==> src/rtl/ucrb_pkg.sv <==
// Shared types and constants for the UART console ring buffers.
// No dependencies; imported by the top level and the checker.
package ucrb_pkg;

   typedef logic [7:0] byte_type;
   typedef logic [1:0] mode_type;
   typedef logic [1:0] status_type;
   typedef logic [1:0] irq_type;

   localparam mode_type MODE_LINE_RX  = 2'd0;
   localparam mode_type MODE_HOST_RD  = 2'd1;
   localparam mode_type MODE_HOST_WR  = 2'd2;
   localparam mode_type MODE_THR_TICK = 2'd3;

   localparam status_type ST_OK    = 2'd0;
   localparam status_type ST_FULL  = 2'd1;
   localparam status_type ST_EMPTY = 2'd2;

   localparam int IRQ_RX_BIT = 0;
   localparam int IRQ_TX_BIT = 1;

   localparam byte_type CH_CR = 8'h0D;
   localparam byte_type CH_LF = 8'h0A;

   // A TX entry carries a flag telling that the slot after it holds an LF
   // that was never written to the memory.
   typedef struct packed {
      logic     lf_next;
      byte_type data;
   } tx_entry_type;

   typedef struct packed {
      logic       read_valid;
      logic       line_valid;
      logic       line_from_ram;
      byte_type   line_byte;
      status_type status;
      irq_type    irq_enable;
      logic       rx_empty;
      logic       tx_empty;
      logic       rx_full;
      logic       tx_full;
   } rsp_type;

endpackage

==> src/rtl/ucrb_ram.sv <==
// Generic single-write, single-read RAM with a registered read port.
// No dependencies.
module ucrb_ram #(
   parameter int  WIDTH = 8,
   parameter int  DEPTH = 256,
   localparam int AW    = $clog2(DEPTH)
) (
   input  logic             clock,
   input  logic             wr_en,
   input  logic [AW-1:0]    wr_addr,
   input  logic [WIDTH-1:0] wr_data,
   input  logic             rd_en,
   input  logic [AW-1:0]    rd_addr,
   output logic [WIDTH-1:0] rd_data
);

   logic [WIDTH-1:0] mem_ff [DEPTH];
   logic [WIDTH-1:0] rd_data_ff;

   always_ff @(posedge clock) begin
      if (wr_en) begin
         mem_ff[wr_addr] <= wr_data;
      end
      if (rd_en) begin
         rd_data_ff <= mem_ff[rd_addr];
      end
   end

   assign rd_data = rd_data_ff;

endmodule

==> src/rtl/uart_console_ring_buffers.sv <==
// UART console RX and TX ring buffers. Uses ucrb_pkg and ucrb_ram.
// Result words are registered. Throughput: one word per cycle when not stalled;
// each word does at most one write and one read on each buffer memory, and LF
// expansion on TX uses one memory write.
// Reset (synchronous, active high) empties both buffers and clears the
// interrupt enables; buffer memories are not cleared and need no sweep.
module uart_console_ring_buffers #(
   parameter int FIFO_DEPTH = 256
) (
   input  logic               clock,
   input  logic               reset,
   input  logic               req_valid,
   output logic               req_stall,
   input  ucrb_pkg::mode_type req_mode,
   input  ucrb_pkg::byte_type req_data_byte,
   input  logic               req_thr_ready,
   output logic               rsp_valid,
   input  logic               rsp_stall,
   output ucrb_pkg::byte_type rsp_read_byte,
   output logic               rsp_read_valid,
   output ucrb_pkg::byte_type rsp_line_byte,
   output logic               rsp_line_valid,
   output ucrb_pkg::status_type rsp_status,
   output ucrb_pkg::irq_type  rsp_irq_enable,
   output logic               rsp_rx_empty,
   output logic               rsp_tx_empty,
   output logic               rsp_rx_full,
   output logic               rsp_tx_full
);
   import ucrb_pkg::*;

   localparam int PTR_W = $clog2(FIFO_DEPTH);
   localparam int TX_W  = $bits(tx_entry_type);

   typedef logic [PTR_W-1:0] ptr_type;

   function automatic ptr_type ptr_next(input ptr_type p);
      ptr_next = (p == PTR_W'(FIFO_DEPTH - 1)) ? '0 : p + 1'b1;
   endfunction

   ptr_type rx_rd_ff, rx_rd_in, rx_wr_ff, rx_wr_in;
   ptr_type tx_rd_ff, tx_rd_in, tx_wr_ff, tx_wr_in;
   irq_type en_ff, en_in;
   logic    tx_lf_head_ff, tx_lf_head_in;
   logic    tx_chk_ff, tx_chk_in;
   logic    rsp_valid_ff, rsp_valid_in;
   rsp_type rsp_ff, rsp_in;

   logic         accept;
   logic         rx_we, rx_re, tx_we, tx_re;
   byte_type     rx_wdata, rx_rdata;
   tx_entry_type tx_wdata, tx_rdata;
   logic [TX_W-1:0] tx_rdata_raw;

   logic    rx_empty, rx_full, tx_empty, tx_full, tx_room2;
   ptr_type tx_wr1, tx_wr2;
   logic    is_lf, head_is_lf, tx_pop;

   assign req_stall = rsp_valid_ff && rsp_stall;
   assign accept    = req_valid && !req_stall;

   assign rx_empty = (rx_rd_ff == rx_wr_ff);
   assign rx_full  = (ptr_next(rx_wr_ff) == rx_rd_ff);
   assign tx_empty = (tx_rd_ff == tx_wr_ff);
   assign tx_wr1   = ptr_next(tx_wr_ff);
   assign tx_wr2   = ptr_next(tx_wr1);
   assign tx_full  = (tx_wr1 == tx_rd_ff);
   assign tx_room2 = (tx_wr1 != tx_rd_ff) && (tx_wr2 != tx_rd_ff);
   assign is_lf    = (req_data_byte == CH_LF);
   assign tx_rdata = tx_entry_type'(tx_rdata_raw);

   // The head is an unstored LF when the last TX pop took the CR of an
   // expanded pair, either from memory or straight from the host write.
   assign head_is_lf = tx_lf_head_ff || (tx_chk_ff && tx_rdata.lf_next);

   always_comb begin
      rx_rd_in      = rx_rd_ff;
      rx_wr_in      = rx_wr_ff;
      tx_rd_in      = tx_rd_ff;
      tx_wr_in      = tx_wr_ff;
      en_in         = en_ff;
      tx_lf_head_in = tx_lf_head_ff;
      tx_chk_in     = tx_chk_ff;
      rx_we         = 1'b0;
      rx_re         = 1'b0;
      tx_we         = 1'b0;
      tx_re         = 1'b0;
      tx_pop        = 1'b0;
      rx_wdata      = (req_data_byte == CH_CR) ? CH_LF : req_data_byte;
      tx_wdata.lf_next = is_lf;
      tx_wdata.data    = is_lf ? CH_CR : req_data_byte;
      rsp_in        = '0;
      rsp_in.status = ST_OK;

      case (req_mode)
         MODE_LINE_RX: begin
            if (!rx_full) begin
               rx_we    = 1'b1;
               rx_wr_in = ptr_next(rx_wr_ff);
            end else begin
               rsp_in.status = ST_FULL;
            end
         end
         MODE_HOST_RD: begin
            if (!rx_empty) begin
               rx_re             = 1'b1;
               rx_rd_in          = ptr_next(rx_rd_ff);
               rsp_in.read_valid = 1'b1;
            end else begin
               rsp_in.status = ST_EMPTY;
            end
         end
         MODE_HOST_WR: begin
            if (is_lf ? !tx_room2 : tx_full) begin
               rsp_in.status = ST_FULL;
            end else begin
               tx_we    = 1'b1;
               tx_wr_in = is_lf ? tx_wr2 : tx_wr1;
               en_in    = 2'b11;
               tx_pop   = req_thr_ready;
            end
         end
         MODE_THR_TICK: begin
            if (!tx_empty) begin
               tx_pop = 1'b1;
            end else begin
               rsp_in.status = ST_EMPTY;
            end
         end
         default: begin
            rsp_in.status = ST_OK;
         end
      endcase

      if (tx_pop) begin
         rsp_in.line_valid = 1'b1;
         tx_rd_in          = ptr_next(tx_rd_ff);
         if (tx_empty) begin
            // Pop of the byte being pushed by this same host write.
            rsp_in.line_byte = tx_wdata.data;
            tx_lf_head_in    = is_lf;
            tx_chk_in        = 1'b0;
         end else if (head_is_lf) begin
            rsp_in.line_byte = CH_LF;
            tx_lf_head_in    = 1'b0;
            tx_chk_in        = 1'b0;
         end else begin
            tx_re                = 1'b1;
            rsp_in.line_from_ram = 1'b1;
            tx_lf_head_in        = 1'b0;
            tx_chk_in            = 1'b1;
         end
      end

      if (req_mode == MODE_LINE_RX || req_mode == MODE_THR_TICK) begin
         en_in[IRQ_RX_BIT] = 1'b1;
         en_in[IRQ_TX_BIT] = (tx_rd_in != tx_wr_in);
      end

      rsp_in.irq_enable = en_in;
      rsp_in.rx_empty   = (rx_rd_in == rx_wr_in);
      rsp_in.tx_empty   = (tx_rd_in == tx_wr_in);
      rsp_in.rx_full    = (ptr_next(rx_wr_in) == rx_rd_in);
      rsp_in.tx_full    = (ptr_next(tx_wr_in) == tx_rd_in);
   end

   always_comb begin
      if (accept) begin
         rsp_valid_in = 1'b1;
      end else begin
         rsp_valid_in = rsp_valid_ff && rsp_stall;
      end
   end

   always_ff @(posedge clock) begin
      if (reset) begin
         rx_rd_ff      <= '0;
         rx_wr_ff      <= '0;
         tx_rd_ff      <= '0;
         tx_wr_ff      <= '0;
         en_ff         <= '0;
         tx_lf_head_ff <= 1'b0;
         tx_chk_ff     <= 1'b0;
         rsp_valid_ff  <= 1'b0;
      end else begin
         rsp_valid_ff <= rsp_valid_in;
         if (accept) begin
            rx_rd_ff      <= rx_rd_in;
            rx_wr_ff      <= rx_wr_in;
            tx_rd_ff      <= tx_rd_in;
            tx_wr_ff      <= tx_wr_in;
            en_ff         <= en_in;
            tx_lf_head_ff <= tx_lf_head_in;
            tx_chk_ff     <= tx_chk_in;
         end
      end
   end

   always_ff @(posedge clock) begin
      if (accept) begin
         rsp_ff <= rsp_in;
      end
   end

   ucrb_ram #(
      .WIDTH (8),
      .DEPTH (FIFO_DEPTH)
   ) u_rx_ram (
      .clock   (clock),
      .wr_en   (accept && rx_we),
      .wr_addr (rx_wr_ff),
      .wr_data (rx_wdata),
      .rd_en   (accept && rx_re),
      .rd_addr (rx_rd_ff),
      .rd_data (rx_rdata)
   );

   ucrb_ram #(
      .WIDTH (TX_W),
      .DEPTH (FIFO_DEPTH)
   ) u_tx_ram (
      .clock   (clock),
      .wr_en   (accept && tx_we),
      .wr_addr (tx_wr_ff),
      .wr_data (tx_wdata),
      .rd_en   (accept && tx_re),
      .rd_addr (tx_rd_ff),
      .rd_data (tx_rdata_raw)
   );

   assign rsp_valid      = rsp_valid_ff;
   assign rsp_read_byte  = rsp_ff.read_valid ? rx_rdata : 8'h00;
   assign rsp_read_valid = rsp_ff.read_valid;
   assign rsp_line_byte  = rsp_ff.line_from_ram ? tx_rdata.data : rsp_ff.line_byte;
   assign rsp_line_valid = rsp_ff.line_valid;
   assign rsp_status     = rsp_ff.status;
   assign rsp_irq_enable = rsp_ff.irq_enable;
   assign rsp_rx_empty   = rsp_ff.rx_empty;
   assign rsp_tx_empty   = rsp_ff.tx_empty;
   assign rsp_rx_full    = rsp_ff.rx_full;
   assign rsp_tx_full    = rsp_ff.tx_full;

endmodule

==> config.mk <==
export PLATFORM = sky130hd
export DESIGN_NAME = uart_console_ring_buffers
export DESIGN_NICKNAME = d
export VERILOG_FILES = /design/src/rtl/ucrb_pkg.sv /design/src/rtl/ucrb_ram.sv /design/src/rtl/uart_console_ring_buffers.sv
export SDC_FILE = /design/constraint.sdc
export NUM_CORES = 2
export LEC_CHECK = 0
export BUFFER_PORTS_ARGS = -buffer_cell sky130_fd_sc_hd__buf_2
export CORE_MARGIN = 2
export CORE_UTILIZATION = 61
export CTS_CLUSTER_SIZE = 25
export DETAILED_ROUTE_END_ITERATION = 8
export MAX_ROUTING_LAYER = met4
export PLACE_DENSITY = 0.82
export SLEW_MARGIN = 25
export SYNTH_ARGS = -nofsm -noshare
export SYNTH_HDL_FRONTEND = slang
export SYNTH_HIERARCHICAL = 1
export SYNTH_MEMORY_MAX_BITS = 65536
export SYNTH_SLANG_ARGS = --single-unit
==> constraint.sdc <==
create_clock -name clock -period 8.81 [get_ports clock]
set_input_delay 0.4405 -clock clock [delete_from_list [all_inputs] [get_ports clock]]
set_output_delay 0.4405 -clock clock [all_outputs]
set_load 0.05 [all_outputs]
# Word level (Yosys, flattened, before mapping)
# Memory sizes are Yosys's and may differ from the RTL's. A register that Yosys moved wholly into a read port is not among the register bits.
# Index checks and enable logic that the tools add are counted.
classes:
  add_sub_neg: 7
  eq_ne: 23
  muxes: 49
  n_reduce_logical: 14
op_table:
  columns: ["operator", "count"]
  rows:
  - ["$mux W8", 20]
  - ["$eq A8 B8 Y1", 8]
  - ["$add A8 B1 Y8 const B", 7]
  - ["$eq A8 B8 Y1 const B", 7]
  - ["$ne A8 B8 Y1", 3]
  - ["$mux W1", 20]
  - ["$eq A8 B4 Y1 const B", 2]
  - ["$mux W10", 1]
  - ["$mux W2", 5]
  - ["$logic_and A1 B1 Y1", 8]
  - ["$pmux W2 S4", 1]
  - ["$eq A2 B2 Y1 const B", 2]
  - ["$mux W4", 1]
  - ["$eq A2 B1 Y1 const B", 1]
  - ["$logic_not A1 Y1", 2]
  - ["$logic_not A2 Y1", 1]
  - ["$logic_or A1 B1 Y1", 2]
  - ["$pmux W1 S2", 1]
  - ["$reduce_and A2 Y1", 1]
totals:
  reg_bits: 56
  ram_bits: 4352
  out_inout_bits: 28
  elab_cells: 113
  n_memories: 2
memory_table:
  columns: ["memory", "depth", "width", "rd", "rd_clocked_by_memory_dff", "write_ports", "line", "text"]
  rows:
  - ["u_tx_ram.mem_ff", 256, 9, 1, 1, 1, "ucrb_ram.sv:17", "logic [WIDTH-1:0] mem_ff [DEPTH];"]
  - ["u_rx_ram.mem_ff", 256, 8, 1, 1, 1, "ucrb_ram.sv:17", null]

# Logic depth before layout (Yosys ltp)
logic_depth:
  depth_word: 13
  ltp_mapped: 21

# By module
# Netlist, hierarchy kept.
modules_own_cells:
  columns: ["mod", "instances", "cells_per_inst", "area_each_um2"]
  rows:
  - ["ucrb_ram (u_tx_ram)", 1, 4237, 89368.2]
  - ["ucrb_ram (u_rx_ram)", 1, 3733, 79636.4]
  - ["uart_console_ring_buffers", 1, 731, 5631.7]

# Worst setup path before layout
# Ideal clock, no wire load.
synth_path:
  path_kind: "in2reg"
  startpoint: "in req_data_byte[2]"
  endpoint: "reg rsp_ff (netlist bit rsp_tx_full) (data pin)"
  arrival_time_ns: 6.531
  path_slack_ns: 2.022
  path_stages: 16
  path_buffers: 1
  path_cell_list: "nor4b_1 -> nand2_1 -> inv_1 -> and3_1 -> a41oi_4 -> o31a_4 -> buf_6 -> mux2i_1 -> ha_1 -> and2_1 -> nand4_1 -> mux2i_1 -> a211o_1 -> a21oi_1 -> o311a_1 -> o2111a_1"
synth_rtl:
  columns: ["element", "line", "text"]
  rows:
  - ["start: declaration", "uart_console_ring_buffers.sv:15", "input ucrb_pkg::byte_type req_data_byte,"]
  - ["end signal: assignment", "uart_console_ring_buffers.sv:201", "rsp_ff <= rsp_in;"]
  - ["end: declaration", "uart_console_ring_buffers.sv:47", "rsp_type rsp_ff, rsp_in;"]

# Worst setup path in the final report
layout_path:
  startpoint: "reg tx_wr_ff[0]"
  endpoint: "mem u_tx_ram/mem_ff[213][7] (netlist name), enable pin"
layout_between:
  elab_chain_len: 13
  elab_cells_between_ends: 17
layout_rtl:
  columns: ["element", "line", "text"]
  rows:
  - ["start: declaration", "uart_console_ring_buffers.sv:42", "ptr_type tx_rd_ff, tx_rd_in, tx_wr_ff, tx_wr_in;"]
  - ["start signal: assignment", "uart_console_ring_buffers.sv:191", "tx_wr_ff <= tx_wr_in;"]
  - ["$add A8 B1 Y8 or $eq A8 B8 Y1 (tied branches)", "uart_console_ring_buffers.sv:38", "ptr_next = (p == PTR_W'(FIFO_DEPTH - 1)) ? '0 : p + 1'b1;"]
  - ["$mux W8", "uart_console_ring_buffers.sv:38", null]
  - ["$add A8 B1 Y8 or $eq A8 B8 Y1 (tied branches)", "uart_console_ring_buffers.sv:38", null]
  - ["$mux W8", "uart_console_ring_buffers.sv:38", null]
  - ["$ne A8 B8 Y1", "uart_console_ring_buffers.sv:68", "assign tx_room2 = (tx_wr1 != tx_rd_ff) && (tx_wr2 != tx_rd_ff);"]
  - ["$logic_and A1 B1 Y1", "uart_console_ring_buffers.sv:68", null]
  - ["$logic_not A1 Y1", "uart_console_ring_buffers.sv:114", "if (is_lf ? !tx_room2 : tx_full) begin"]
  - ["$mux W1 (2 in series)", "uart_console_ring_buffers.sv:114", null]
  - ["$mux W1", "uart_console_ring_buffers.sv:95", "case (req_mode)"]
  - ["$logic_and A1 B1 Y1", "uart_console_ring_buffers.sv:223", ".wr_en (accept && tx_we),"]
  - ["$mux W1", "ucrb_ram.sv:21", "if (wr_en) begin"]
  - ["$mux W1 (not written as such)", "ucrb_ram.sv:22", "mem_ff[wr_addr] <= wr_data;"]
  - ["end: declaration", "ucrb_ram.sv:17", null]
# Parallel ways exist; a longest one is shown, timed or not.

==> run metrics <==
drt initial violations 17390; Slew Viols, Final 0; fillcell total 16310; Detail Route Antenna Nets 0; Worst Hold Depth 1; WP data required 9340 ps; Critical Path End Type flip-flop; CTS Buf Count 411; fin crit period 6507 ps; first-pass GRT wire length 684500 um; die height 539.1 um; flop2flop setup slack 2300 ps; Max Freq 153.7 MHz; power density cells 225.2 nW/um^2; crit path kind reg2reg; number of synthesized register bits 4425; grt total ovfl 0; Reg2Reg Launch Point tx_wr_ff[0]; CP bufs+invs 4; core area 285000 um^2; Avg Cell Area, Syn 20.07 um^2; Via Count 95230; Final Skew 64.56 ps; Core Util, Final 67.40%; CTS tree yes; RSZ-0062 raised after global routing false; minimum hold slack -3.049 ps; number of cells upsized or downsized after cts 0; IO buf count 42; Leakage 56.63 nW; CP max FO 21; final WL 479400 um; layout cells sized above 1 20.82%; reg2reg path depth 14; Root Driver clkbuf_16; Syn-to-layout area delta 9.974%; H-tree depth 5; CP Cell Sequence buf_4 -> inv_1 -> ha_1 -> nor2_1 -> a21boi_0 -> xnor2_1 -> a31o_2 -> a32oi_2 -> o31a_4 -> nand2_1 -> inv_1 -> buf_4 -> nand3_2 -> nor2_1; clk sink count 4425; Synth Cell Area 174600 um^2; Hold Startpoint req_data_byte[7]; drt pass-1 iters 7; all-layer global routing usage 33.79%; post-synth cell types 100; max-cap violations 0; DP Cell Count 12130; CP max stage cell nor2_1; DRC violations left 0; I/O pin count 43; Cell Area, Placed 178200 um^2; ys async rst share 0%; Hold Path Class in2reg; initial antenna violation count 21; cell row count 196; HPWL Detailed 268400 um; Die W 539.1 um; die area 290600 um^2; outcome complete, but fails checks; most frequent cells in the layout edfxtp_1 (4388), mux4_2 (921), nor2_1 (654); Post-Route Setup TNS 0 ps; fin worst setup slack 2303 ps; Post-Syn Instances 8701; Nets 8820; final total power 43.26 mW; startpoint types flip-flop; cell area after layout 192100 um^2; relative slew slack 9.401%; synth warn 6; Avg WL per Cell 37.11 um; hold worst-path end u_rx_ram/mem_ff[167][7]; delay-heaviest family, CP simple AND/OR/NAND/NOR gates; worst r2r dst u_tx_ram/mem_ff[213][7]; Final Hold Viols 1; VDD IR max 0.2877 mV; final critical-path share of the clock period 73.86%; Initial Utilization 61.28%; count of final setup violators 0; pre-CTS WS 2362 ps; failing checks negative hold slack; vias in the first global route 93470; commonest non-fill, non-tap cell in the layout edfxtp_1; Clock transition at path regs 60 ps; critical path arrival 7040 ps; CP peak stage delay 1070 ps; Post-Syn Nets 8728; Post-synth top flop edfxtp_1; register area share after synthesis 75.88%; number of flops mapped to enable cells by yosys 4388; GPL Wtd Cong 0.9651; slew of the pin with the lowest slew margin 1348 ps; Non-Filler Instances 12920; later-pin clock latency in the skew report 950 ps; pin count of the biggest net entering global routing 196; vias per cell 7.372; CTS max path bufs 4
## cell type report
| class | count | area, um^2 | share of cell area (%) |
|---|---|---|---|
| flip-flops and latches | 4425 | 132500 | 69.01 |
| multi-input cells | 3699 | 39090 | 20.35 |
| clock buffers | 488 | 10760 | 5.604 |
| well taps | 3762 | 4707 | 2.451 |
| clock inverters | 263 | 2833 | 1.475 |
| repair buffers | 231 | 1961 | 1.021 |
| inverters | 25 | 101.3 | 0.05277 |
| diodes | 25 | 62.56 | 0.03257 |
## sequential cells by signal, indices dropped and copies added (netlist names), 2 cells and up
signal	flops
u_rx_ram/rd_data	8
tx_wr_ff	8
rx_rd_ff	8
en_ff	2
u_tx_ram/mem_ff	2304
u_tx_ram/rd_data	9
rsp_ff	9
rx_wr_ff	8
u_rx_ram/mem_ff	2048
tx_rd_ff	8
rsp_irq_enable	2
rsp_status	2
## cell usage after synthesis (63+ instances only)
library cell / number / area (um^2)
mux2i_1: 328 / 3283
buf_2: 93 / 465.5
nand3_1: 95 / 475.5
nand2_1: 134 / 503.0
nor3_1: 70 / 350.3
edfxtp_1: 4388 / 131800
clkbuf_1: 273 / 1025
nor2b_1: 63 / 394.1
a22oi_1: 309 / 2320
mux4_2: 921 / 20740
o221ai_1: 83 / 727.0
o21ai_0: 65 / 325.3
o22ai_1: 96 / 600.6
a21oi_1: 243 / 1216
nor2_1: 661 / 2481
## cells by family (layout without fill, tap and decap cells)
group,after synthesis,count (layout),synth area share [%]
AND/OR/NAND/NOR,1276,1276,3.403
multiplexers,1293,1293,14.14
AO/OA/AOI/OAI,1051,1051,4.208
XOR/XNOR,67,67,0.3597
buffers and inverters,577,1007,1.932
flip-flops,4425,4425,75.88
other,0,25,0
adder cells (fa/ha/maj),12,12,0.08597
## per-layer routing
metal / share of wire [%] / routed length, um / GRT usage [%]
met1: 33 / 156100 / 42.79
met2: 47 / 226200 / 51.14
met3: 13 / 61190 / 7.163
met4: 7.5 / 35810 / 19.82
met5: 0 / 0 / -
## worst max path at each step
stage / startpoint / end / slack (ps) / depth (start not counted)
4_1_cts: tx_wr_ff[0] / u_tx_ram/mem_ff[141][6] / 2560 / 14
3_3_place_gp: req_data_byte[5] / u_tx_ram/mem_ff[125][5] / 2460 / 12
3_5_place_dp: req_data_byte[5] / u_tx_ram/mem_ff[141][8] / 2360 / 12
2_1_floorplan: req_data_byte[2] / rsp_tx_full / 2020 / 16
5_1_grt: tx_wr_ff[0] / u_tx_ram/mem_ff[125][0] / 2090 / 14
6_report: tx_wr_ff[0] / u_tx_ram/mem_ff[213][7] / 2300 / 14
## timing repair
action / in CTS / in global routing
hold buffers: 4 / 0
setup buffers: 0 / 0
endpoints found under the hold margin: 13 / 0
## where the power goes
group	switching (mW)	internal [mW]	leakage, nW
Sequential	0.0506	23.1	39.3
Clock	7.94	10.3	6.59
Combinational	1.26	0.585	10.7
Total	9.24	34.0	56.6
(Power assumes the default switching activity.)
